[src/bmhpq_pkg.sv]
`timescale 1ns / 1ps
// Shared types, constants and codes for the binary min-heap priority queue.
// No dependencies.
package bmhpq_pkg;

   localparam int CAPACITY = 64;
   localparam int IDX_W    = $clog2(CAPACITY);
   localparam int CNT_W    = $clog2(CAPACITY + 1);
   localparam int CHILD_W  = IDX_W + 1;
   localparam int OCC_W    = 7;
   localparam int PRIO_W   = 16;
   localparam int PAY_W    = 32;

   typedef struct packed {
      logic signed [PRIO_W-1:0] prio;
      logic signed [PAY_W-1:0]  pay;
   } entry_type;

   localparam int ENTRY_W = $bits(entry_type);

   typedef enum logic [0:0] {
      CMD_INSERT = 1'b0,
      CMD_POP    = 1'b1
   } cmd_type;

   typedef enum logic [1:0] {
      STATUS_OK    = 2'd0,
      STATUS_FULL  = 2'd1,
      STATUS_EMPTY = 2'd2
   } status_type;

   typedef enum logic [3:0] {
      ST_IDLE,
      ST_UP_RD,
      ST_UP_CMP,
      ST_POP_RD,
      ST_POP_LD,
      ST_DN_RDL,
      ST_DN_RDR,
      ST_DN_CMPR,
      ST_DN_DEC,
      ST_PLACE,
      ST_DONE
   } state_type;

   typedef struct packed {
      logic             en;
      logic [IDX_W-1:0] addr;
      entry_type        data;
   } ram_wr_type;

   typedef struct packed {
      entry_type             top;
      logic                  is_empty;
      logic [OCC_W-1:0]      occupancy;
      status_type            status;
   } result_type;

endpackage

[src/bmhpq_ram.sv]
`timescale 1ns / 1ps
// Generic single-write, single-read RAM with registered read data.
// No dependencies.
module bmhpq_ram #(
   parameter int WIDTH = 48,
   parameter int DEPTH = 64
) (
   input  logic                     clock,
   input  logic                     wr_en,
   input  logic [$clog2(DEPTH)-1:0] wr_addr,
   input  logic [WIDTH-1:0]         wr_data,
   input  logic [$clog2(DEPTH)-1:0] rd_addr,
   output logic [WIDTH-1:0]         rd_data
);

   logic [WIDTH-1:0] mem_ff [DEPTH];
   logic [WIDTH-1:0] rd_data_ff;

   always_ff @(posedge clock) begin
      if (wr_en) begin
         mem_ff[wr_addr] <= wr_data;
      end
      rd_data_ff <= mem_ff[rd_addr];
   end

   assign rd_data = rd_data_ff;

endmodule

[src/bmhpq_cmp.sv]
`timescale 1ns / 1ps
// Shared entry compare unit: a ranks before b (priority, then payload, signed).
// Depends on bmhpq_pkg.
module bmhpq_cmp (
   input  bmhpq_pkg::entry_type a,
   input  bmhpq_pkg::entry_type b,
   output logic                 ranks_first
);

   always_comb begin
      if (a.prio != b.prio) begin
         ranks_first = (a.prio < b.prio);
      end else begin
         ranks_first = (a.pay < b.pay);
      end
   end

endmodule

[src/bmhpq_ctrl.sv]
`timescale 1ns / 1ps
// Sift-up / sift-down sequencer driving the heap RAM and the compare unit.
// Depends on bmhpq_pkg.
module bmhpq_ctrl (
   input  logic                    clock,
   input  logic                    reset,
   input  logic                    req_valid,
   output logic                    req_stall,
   input  logic                    req_cmd,
   input  bmhpq_pkg::entry_type    req_entry,
   input  logic                    out_free,
   output logic                    done,
   output bmhpq_pkg::result_type   result,
   output bmhpq_pkg::ram_wr_type   ram_wr,
   output logic [bmhpq_pkg::IDX_W-1:0] ram_rd_addr,
   input  bmhpq_pkg::entry_type    ram_rd_data,
   output bmhpq_pkg::entry_type    cmp_a,
   output bmhpq_pkg::entry_type    cmp_b,
   input  logic                    cmp_before
);

   bmhpq_pkg::state_type            state_ff, state_in;
   bmhpq_pkg::entry_type            cur_ff, cur_in;
   bmhpq_pkg::entry_type            best_ff, best_in;
   bmhpq_pkg::entry_type            top_ff, top_in;
   logic [bmhpq_pkg::IDX_W-1:0]     pos_ff, pos_in;
   logic [bmhpq_pkg::IDX_W-1:0]     best_idx_ff, best_idx_in;
   logic                            moved_ff, moved_in;
   logic [bmhpq_pkg::CNT_W-1:0]     cnt_ff, cnt_in;
   bmhpq_pkg::status_type           status_ff, status_in;

   logic [bmhpq_pkg::IDX_W-1:0]     parent_idx;
   logic [bmhpq_pkg::CHILD_W-1:0]   left_idx;
   logic [bmhpq_pkg::CHILD_W-1:0]   right_idx;
   logic [bmhpq_pkg::CHILD_W-1:0]   cnt_ext;

   assign parent_idx = (pos_ff - bmhpq_pkg::IDX_W'(1)) >> 1;
   assign left_idx   = {pos_ff, 1'b1};
   assign right_idx  = left_idx + bmhpq_pkg::CHILD_W'(1);
   assign cnt_ext    = bmhpq_pkg::CHILD_W'(cnt_ff);

   always_ff @(posedge clock) begin
      if (reset) begin
         state_ff <= bmhpq_pkg::ST_IDLE;
         cnt_ff   <= '0;
      end else begin
         state_ff <= state_in;
         cnt_ff   <= cnt_in;
      end
      cur_ff      <= cur_in;
      best_ff     <= best_in;
      top_ff      <= top_in;
      pos_ff      <= pos_in;
      best_idx_ff <= best_idx_in;
      moved_ff    <= moved_in;
      status_ff   <= status_in;
   end

   always_comb begin
      state_in    = state_ff;
      cur_in      = cur_ff;
      best_in     = best_ff;
      top_in      = top_ff;
      pos_in      = pos_ff;
      best_idx_in = best_idx_ff;
      moved_in    = moved_ff;
      cnt_in      = cnt_ff;
      status_in   = status_ff;
      ram_wr      = '{en: 1'b0, addr: pos_ff, data: cur_ff};
      ram_rd_addr = pos_ff;
      cmp_a       = cur_ff;
      cmp_b       = ram_rd_data;
      req_stall   = (state_ff != bmhpq_pkg::ST_IDLE);
      done        = 1'b0;

      case (state_ff)
         bmhpq_pkg::ST_IDLE: begin
            if (req_valid) begin
               status_in = bmhpq_pkg::STATUS_OK;
               if (req_cmd == bmhpq_pkg::CMD_INSERT) begin
                  if (cnt_ff >= bmhpq_pkg::CNT_W'(bmhpq_pkg::CAPACITY)) begin
                     status_in = bmhpq_pkg::STATUS_FULL;
                     state_in  = bmhpq_pkg::ST_DONE;
                  end else begin
                     cur_in   = req_entry;
                     pos_in   = cnt_ff[bmhpq_pkg::IDX_W-1:0];
                     cnt_in   = cnt_ff + bmhpq_pkg::CNT_W'(1);
                     state_in = bmhpq_pkg::ST_UP_RD;
                  end
               end else begin
                  if (cnt_ff == '0) begin
                     status_in = bmhpq_pkg::STATUS_EMPTY;
                     state_in  = bmhpq_pkg::ST_DONE;
                  end else begin
                     cnt_in = cnt_ff - bmhpq_pkg::CNT_W'(1);
                     if (cnt_ff == bmhpq_pkg::CNT_W'(1)) begin
                        state_in = bmhpq_pkg::ST_DONE;
                     end else begin
                        state_in = bmhpq_pkg::ST_POP_RD;
                     end
                  end
               end
            end
         end
         bmhpq_pkg::ST_UP_RD: begin
            if (pos_ff == '0) begin
               state_in = bmhpq_pkg::ST_PLACE;
            end else begin
               ram_rd_addr = parent_idx;
               state_in    = bmhpq_pkg::ST_UP_CMP;
            end
         end
         bmhpq_pkg::ST_UP_CMP: begin
            // moving entry vs parent; hole moves up on a win
            if (cmp_before) begin
               ram_wr   = '{en: 1'b1, addr: pos_ff, data: ram_rd_data};
               pos_in   = parent_idx;
               state_in = bmhpq_pkg::ST_UP_RD;
            end else begin
               state_in = bmhpq_pkg::ST_PLACE;
            end
         end
         bmhpq_pkg::ST_POP_RD: begin
            ram_rd_addr = cnt_ff[bmhpq_pkg::IDX_W-1:0];
            state_in    = bmhpq_pkg::ST_POP_LD;
         end
         bmhpq_pkg::ST_POP_LD: begin
            cur_in   = ram_rd_data;
            pos_in   = '0;
            state_in = bmhpq_pkg::ST_DN_RDL;
         end
         bmhpq_pkg::ST_DN_RDL: begin
            if (left_idx >= cnt_ext) begin
               state_in = bmhpq_pkg::ST_PLACE;
            end else begin
               ram_rd_addr = left_idx[bmhpq_pkg::IDX_W-1:0];
               state_in    = bmhpq_pkg::ST_DN_RDR;
            end
         end
         bmhpq_pkg::ST_DN_RDR: begin
            cmp_a       = ram_rd_data;
            cmp_b       = cur_ff;
            best_in     = cmp_before ? ram_rd_data : cur_ff;
            best_idx_in = left_idx[bmhpq_pkg::IDX_W-1:0];
            moved_in    = cmp_before;
            if (right_idx < cnt_ext) begin
               ram_rd_addr = right_idx[bmhpq_pkg::IDX_W-1:0];
               state_in    = bmhpq_pkg::ST_DN_CMPR;
            end else begin
               state_in = bmhpq_pkg::ST_DN_DEC;
            end
         end
         bmhpq_pkg::ST_DN_CMPR: begin
            cmp_a = ram_rd_data;
            cmp_b = best_ff;
            if (cmp_before) begin
               best_in     = ram_rd_data;
               best_idx_in = right_idx[bmhpq_pkg::IDX_W-1:0];
               moved_in    = 1'b1;
            end
            state_in = bmhpq_pkg::ST_DN_DEC;
         end
         bmhpq_pkg::ST_DN_DEC: begin
            if (moved_ff) begin
               ram_wr = '{en: 1'b1, addr: pos_ff, data: best_ff};
               if (pos_ff == '0) begin
                  top_in = best_ff;
               end
               pos_in   = best_idx_ff;
               state_in = bmhpq_pkg::ST_DN_RDL;
            end else begin
               state_in = bmhpq_pkg::ST_PLACE;
            end
         end
         bmhpq_pkg::ST_PLACE: begin
            ram_wr = '{en: 1'b1, addr: pos_ff, data: cur_ff};
            if (pos_ff == '0) begin
               top_in = cur_ff;
            end
            state_in = bmhpq_pkg::ST_DONE;
         end
         bmhpq_pkg::ST_DONE: begin
            if (out_free) begin
               done     = 1'b1;
               state_in = bmhpq_pkg::ST_IDLE;
            end
         end
         default: begin
            state_in = bmhpq_pkg::ST_IDLE;
         end
      endcase
   end

   always_comb begin
      result.is_empty  = (cnt_ff == '0);
      result.top       = result.is_empty ? '1 : top_ff;
      result.occupancy = bmhpq_pkg::OCC_W'(cnt_ff);
      result.status    = status_ff;
   end

endmodule

[src/binary_min_heap_priority_queue.sv]
`timescale 1ns / 1ps
// Binary min-heap priority queue, top level: heap RAM, compare unit, sequencer
// and response register. Depends on bmhpq_pkg, bmhpq_ram, bmhpq_cmp, bmhpq_ctrl.
//
// Usage:
//  - Request channel (req_valid / req_stall): req_cmd selects insert or pop;
//    req_priority_req and req_payload give the entry to insert (ignored on pop).
//    Smaller priority is served first, ties go to the smaller payload.
//  - Response channel (rsp_valid / rsp_stall): one response per request with the
//    minimum entry (all ones when empty), empty flag, occupancy and status
//    (ok, insert dropped because full, pop on empty ignored).
//  - One request at a time: req_stall is high from acceptance until the
//    response is loaded. All heap traffic goes through one RAM port pair and one
//    compare unit, so the walk length sets the latency; a pop reads up to two
//    children per level. A full insert, a pop on empty and a pop of the last
//    entry go straight to the response. The next request is taken in the
//    cycle after the response is loaded.
//  - A finished response sits in the output register; the next request can be
//    taken while it waits. If rsp_stall holds the register, a later response
//    waits in the sequencer until it drains.
//  - Reset (synchronous) empties the queue; RAM contents are not cleared, but
//    no entry is used that was not written since reset.
module binary_min_heap_priority_queue (
   input  logic               clock,
   input  logic               reset,
   input  logic               req_valid,
   output logic               req_stall,
   input  logic               req_cmd,
   input  logic signed [15:0] req_priority_req,
   input  logic signed [31:0] req_payload,
   output logic               rsp_valid,
   input  logic               rsp_stall,
   output logic signed [15:0] rsp_top_priority,
   output logic signed [31:0] rsp_top_payload,
   output logic               rsp_is_empty,
   output logic [6:0]         rsp_occupancy,
   output logic [1:0]         rsp_status
);

   bmhpq_pkg::entry_type              req_entry;
   bmhpq_pkg::entry_type              ram_rd_data;
   bmhpq_pkg::entry_type              cmp_a;
   bmhpq_pkg::entry_type              cmp_b;
   bmhpq_pkg::ram_wr_type             ram_wr;
   bmhpq_pkg::result_type             result;
   logic [bmhpq_pkg::IDX_W-1:0]       ram_rd_addr;
   logic                              cmp_before;
   logic                              out_free;
   logic                              done;

   // response register
   logic                              rsp_valid_ff, rsp_valid_in;
   bmhpq_pkg::result_type             rsp_ff, rsp_in;

   assign req_entry = '{prio: req_priority_req, pay: req_payload};
   assign out_free  = !rsp_valid_ff || !rsp_stall;

   bmhpq_ram #(
      .WIDTH (bmhpq_pkg::ENTRY_W),
      .DEPTH (bmhpq_pkg::CAPACITY)
   ) u_ram (
      .clock   (clock),
      .wr_en   (ram_wr.en),
      .wr_addr (ram_wr.addr),
      .wr_data (ram_wr.data),
      .rd_addr (ram_rd_addr),
      .rd_data (ram_rd_data)
   );

   bmhpq_cmp u_cmp (
      .a           (cmp_a),
      .b           (cmp_b),
      .ranks_first (cmp_before)
   );

   bmhpq_ctrl u_ctrl (
      .clock       (clock),
      .reset       (reset),
      .req_valid   (req_valid),
      .req_stall   (req_stall),
      .req_cmd     (req_cmd),
      .req_entry   (req_entry),
      .out_free    (out_free),
      .done        (done),
      .result      (result),
      .ram_wr      (ram_wr),
      .ram_rd_addr (ram_rd_addr),
      .ram_rd_data (ram_rd_data),
      .cmp_a       (cmp_a),
      .cmp_b       (cmp_b),
      .cmp_before  (cmp_before)
   );

   // load on done (only raised when the register is free), drain on !stall
   always_comb begin
      rsp_valid_in = rsp_valid_ff;
      rsp_in       = rsp_ff;
      if (done) begin
         rsp_valid_in = 1'b1;
         rsp_in       = result;
      end else if (!rsp_stall) begin
         rsp_valid_in = 1'b0;
      end
   end

   always_ff @(posedge clock) begin
      if (reset) begin
         rsp_valid_ff <= 1'b0;
      end else begin
         rsp_valid_ff <= rsp_valid_in;
      end
      rsp_ff <= rsp_in;
   end

   assign rsp_valid        = rsp_valid_ff;
   assign rsp_top_priority = rsp_ff.top.prio;
   assign rsp_top_payload  = rsp_ff.top.pay;
   assign rsp_is_empty     = rsp_ff.is_empty;
   assign rsp_occupancy    = rsp_ff.occupancy;
   assign rsp_status       = rsp_ff.status;

   // a taken request always leaves the block busy in the following cycle
   a_busy_after_accept: assert property (@(posedge clock) disable iff (reset)
      (req_valid && !req_stall) |=> req_stall)
      else $error("request accepted while block not busy afterwards");

   // sequencer never overwrites a response still held by the receiver
   a_no_overwrite: assert property (@(posedge clock) disable iff (reset)
      done |-> (!rsp_valid_ff || !rsp_stall))
      else $error("response overwritten while stalled");

   // empty flag agrees with occupancy
   a_empty_matches: assert property (@(posedge clock) disable iff (reset)
      rsp_valid |-> (rsp_is_empty == (rsp_occupancy == '0)))
      else $error("empty flag and occupancy disagree");

   // a dropped insert only happens at full capacity
   a_full_status: assert property (@(posedge clock) disable iff (reset)
      (rsp_valid && rsp_status == bmhpq_pkg::STATUS_FULL)
         |-> (rsp_occupancy == bmhpq_pkg::OCC_W'(bmhpq_pkg::CAPACITY)))
      else $error("full status below capacity");

endmodule

[config.mk]
export PLATFORM = sky130hd
export DESIGN_NAME = binary_min_heap_priority_queue
export DESIGN_NICKNAME = d
export VERILOG_FILES = /design/src/bmhpq_pkg.sv /design/src/bmhpq_ram.sv /design/src/bmhpq_cmp.sv /design/src/bmhpq_ctrl.sv /design/src/binary_min_heap_priority_queue.sv
export SDC_FILE = /design/constraint.sdc
export NUM_CORES = 2
export LEC_CHECK = 0
export BUFFER_PORTS_ARGS = -buffer_cell sky130_fd_sc_hd__buf_2
export CORE_MARGIN = 4
export CORE_UTILIZATION = 59
export CTS_BUF_LIST = sky130_fd_sc_hd__clkbuf_8
export DETAILED_ROUTE_END_ITERATION = 10
export PLACE_DENSITY = 0.86
export SYNTH_ARGS = -nofsm -noshare
export SYNTH_HDL_FRONTEND = slang
export SYNTH_HIERARCHICAL = 1
export SYNTH_SLANG_ARGS = --single-unit
[constraint.sdc]
create_clock -name clock -period 7.6 [get_ports clock]
set_input_delay 0.76 -clock clock [delete_from_list [all_inputs] [get_ports clock]]
set_output_delay 0.76 -clock clock [all_outputs]
set_load 0.05 [all_outputs]
==> metrics.cfg <==
[status]
status=finished, violations left
violations=slew limit

[setup_path]
cpMaxStageDelayCell=edfxtp_1
path_class=register to register
cpPeakStageDelay_ps=1050
required_ps=8540
crit_arrival_ps=7870
crit_chain=nand3_1, nor2_1, xor2_1, ha_1, a21oi_1, o21ai_0, nor3_2, o21ai_0, nand3_4, buf_12, buf_4, mux4_2, a22o_1, a221oi_1, a221oi_1
worst_setup_path_start_kind=register
end_kind=register
worstPathMaxFanout=41
rr_worst_depth=15

[hold_path]
min_path_type=input pin to register
holdPathStages=2

[cts]
cts_root_buf=clkbuf_8
cts_tree=done
cts.sinks=3349
cts_buffers=484
cts_max_level=5
clockBufferDepth=4
post_cts_resized=0
clock_latency_ps=1190
clk_pin_slew_ps=70

[timing]
hold_viol_final=0
rsz0062_at_grt=false
fmax_ghz=0.144
post-route-period-util_pct=91.2
finalSetupViolations=0
slew-limit-headroom_pct=-0.0635
setup-tns-final_ps=0
tightest_slew_ps=1500
fin_skew_ps=102
period_needed_ps=6930
report.final.slew_viol_count=1

[synth]
synth_edf_count=3289
synth_fp_nets=6408
synth_warnings=6
async_flop_share_pct=0
ys_ff_latch=3349
ys_seq_area_share_pct=76.2
synth_area_leaders=edfxtp_1 75%, mux4_2 13%, mux2_2 1.3%, dfxtp_1 0.92%, nand2_1 0.91%
syn_area_mm2=0.131
synth-main-ff-cell=edfxtp_1
syn_avg_cell_area_um2=20.9
synth_top_area_share_pct=75.3
syn_inst=6291
ys_types=81
synth_largest_area_cell=edfxtp_1

[routing]
wirelength_um=384000
drc=0
drtIter0Drc=14300
wl_per_cell_um=37.7
ant_nets=0
via_per_inst=7.21
drt-pass1-iter-count=7
via_count=73500

[finish]
drive_gt1_share_pct=29.5
finalNonFillerCells=10200
area_growth_syn_to_layout_pct=12.0
postLayoutCellArea_mm2=0.147
final_nets=6947

[floorplanning]
start_util_pct=59.5
rows=172
core_mm2=0.220
die_area_mm2=0.230
die_h_um=480
ios=113
fp.dieW_um=480

[place]
gp_congestion=0.943
place_hpwl_um=213000
port_buffers=112
dpl_cell_area_mm2=0.137
dp_cells=9260

[global_routing]
grt_first_pass_wirelength_um=543000
grt_pass1_vias=74300
grt_antenna_before_repair=19
grt_use_total_pct=33.4
grt_max_degree=78
overflow=0

[power_and_ir_drop]
power_density_mw_per_mm2=467
vdd_drop_max_uv=433
leakagePower_nw=47.3
p_total_w=0.0687

[run]
cap_viol_max_count=0

==> area by class of cell <==
cell class / count / area, um2
Antenna cell: 11 / 27.5
Clock buffer: 520 / 7160
Clock inverter: 360 / 2190
Fill cell: 12400 / 73500
Inverter: 66 / 248
Multi-Input combinational cell: 2517 / 29900
Sequential cell: 3349 / 100000
Tap cell: 2958 / 3700
Timing Repair Buffer: 412 / 3770
==> kinds of logic (layout without fill, tap and decap cells) <==
logic type | Yosys count | after routing | synth area share [%]
flip-flops | 3349 | 3349 | 76.2
multiplexers | 1022 | 1022 | 15.1
AND/OR/NAND/NOR | 719 | 719 | 2.51
AO/OA/AOI/OAI | 695 | 695 | 3.79
buffers and inverters | 425 | 1358 | 1.63
adder cells (fa/ha/maj) | 64 | 64 | 0.610
XOR/XNOR | 17 | 17 | 0.114
other | 0 | 11 | 0
==> synthesized netlist by cell type (6+ instances only) <==
master / n
a311oi_1: 12
or2_2: 54
nor2b_1: 29
mux2i_1: 111
dfxtp_1: 60
buf_4: 70
nand3b_1: 8
nor2_1: 214
clkbuf_1: 126
a221oi_1: 86
xnor2_1: 13
nor3_1: 9
nand3_1: 15
a221o_1: 9
nand2b_1: 13
o221ai_1: 29
nand4_1: 12
nand2_1: 317
mux4_2: 754
a21oi_1: 157
o22ai_1: 125
buf_2: 128
ha_1: 64
buf_1: 15
a211o_1: 7
a22oi_1: 123
or3_1: 6
o21ai_0: 11
mux2_2: 157
a22o_1: 61
buf_6: 15
a211oi_1: 37
edfxtp_1: 3289
inv_1: 66
==> flip-flops by register name, indices dropped and copies added, names as in the netlist, 2 cells and up <==
signal,count
rsp_occupancy,7
rsp_status,2
rsp_top_payload,32
rsp_top_priority,16
u_ctrl/best_ff,48
u_ctrl/best_idx_ff,6
u_ctrl/cnt_ext,7
u_ctrl/cur_ff,48
u_ctrl/pos_ff,6
u_ctrl/state_ff,4
u_ctrl/status_ff,2
u_ctrl/top_ff,48
u_ram/mem_ff,3072
u_ram/rd_data,48
==> worst max-delay path: cells and delay by family (launching register included) <==
| family | cells | cell delay, ps |
|---|---|---|
| AO/OA/AOI/OAI | 6 | 2100 |
| XOR/XNOR | 1 | 160 |
| adder cells (fa/ha/maj) | 1 | 280 |
| buffers and inverters | 2 | 930 |
| flip-flops | 1 | 1050 |
| multiplexers | 1 | 510 |
| AND/OR/NAND/NOR | 4 | 1610 |
==> metrics by stage <==
stage / worst slack, ps / hold WS, ps / util [%]
floorplan: 63.6 / 400 / -
global placement: 1310 / 433 / 62.2
detailed placement: 1170 / 429 / 62.2
CTS: 981 / 4.14 / 66.6
global route: 496 / 24.3 / 66.7
finish: 666 / 63.5 / 66.7
==> worst paths after layout <==
check	start	to	slack (ps)
max reg2reg	u_ctrl/pos_ff[2]$_DFFE_PP_	u_ram/rd_data[31]$_DFF_P_	670
max	u_ctrl/pos_ff[2]$_DFFE_PP_	u_ram/rd_data[31]$_DFF_P_	670
min reg2reg	u_ctrl/status_ff[1]$_SDFFCE_PN0P_	rsp_status[1]$_DFFE_PP_	440
min	req_priority_req[5]	u_ctrl/cur_ff[37]$_DFFE_PP_	60
==> per-layer routing <==
metal	vias to the layer above	track usage, %	part of all wire (%)
met4	20	20.6	7.8
met1	36300	41.8	30
met3	1809	13.1	17
met2	7928	49.7	45
met5	-	0	0.038
li1	27400	-	-
==> layout by cell type, fill, tap and decap left out, types with 27 or more instances in the layout <==
cell / n
a22oi_1: 123
a21oi_1: 155
buf_12: 68
bufinv_16: 27
dfxtp_1: 59
mux2_2: 157
clkbuf_8: 520
nor2_1: 147
a211oi_1: 37
o22ai_1: 125
buf_2: 112
nor2_4: 68
clkinv_2: 65
a22o_1: 61
edfxtp_1: 3289
mux2i_1: 111
nand2_2: 44
ha_1: 64
o221ai_1: 29
nand2_1: 268
inv_1: 216
a221oi_1: 86
mux4_2: 754
or2_2: 54
buf_4: 191
dlygate4sd3_1: 41
clkinv_1: 106
==> where the power goes <==
part           internal, W  leakage [nW]  switching [W]  total [W]
registers           0.0252          30.1        0.00107     0.0263
clock network      0.00720          5.35        0.00687     0.0141
logic              0.00999          11.8         0.0183     0.0283
==> what timing repair did <==
item / CTS / global route
hold buffers: 41 / 0
hold endpoints to repair: 49 / 0
buffers inserted: 0 / 0
Note: power is estimated with default switching activity, not from simulation.
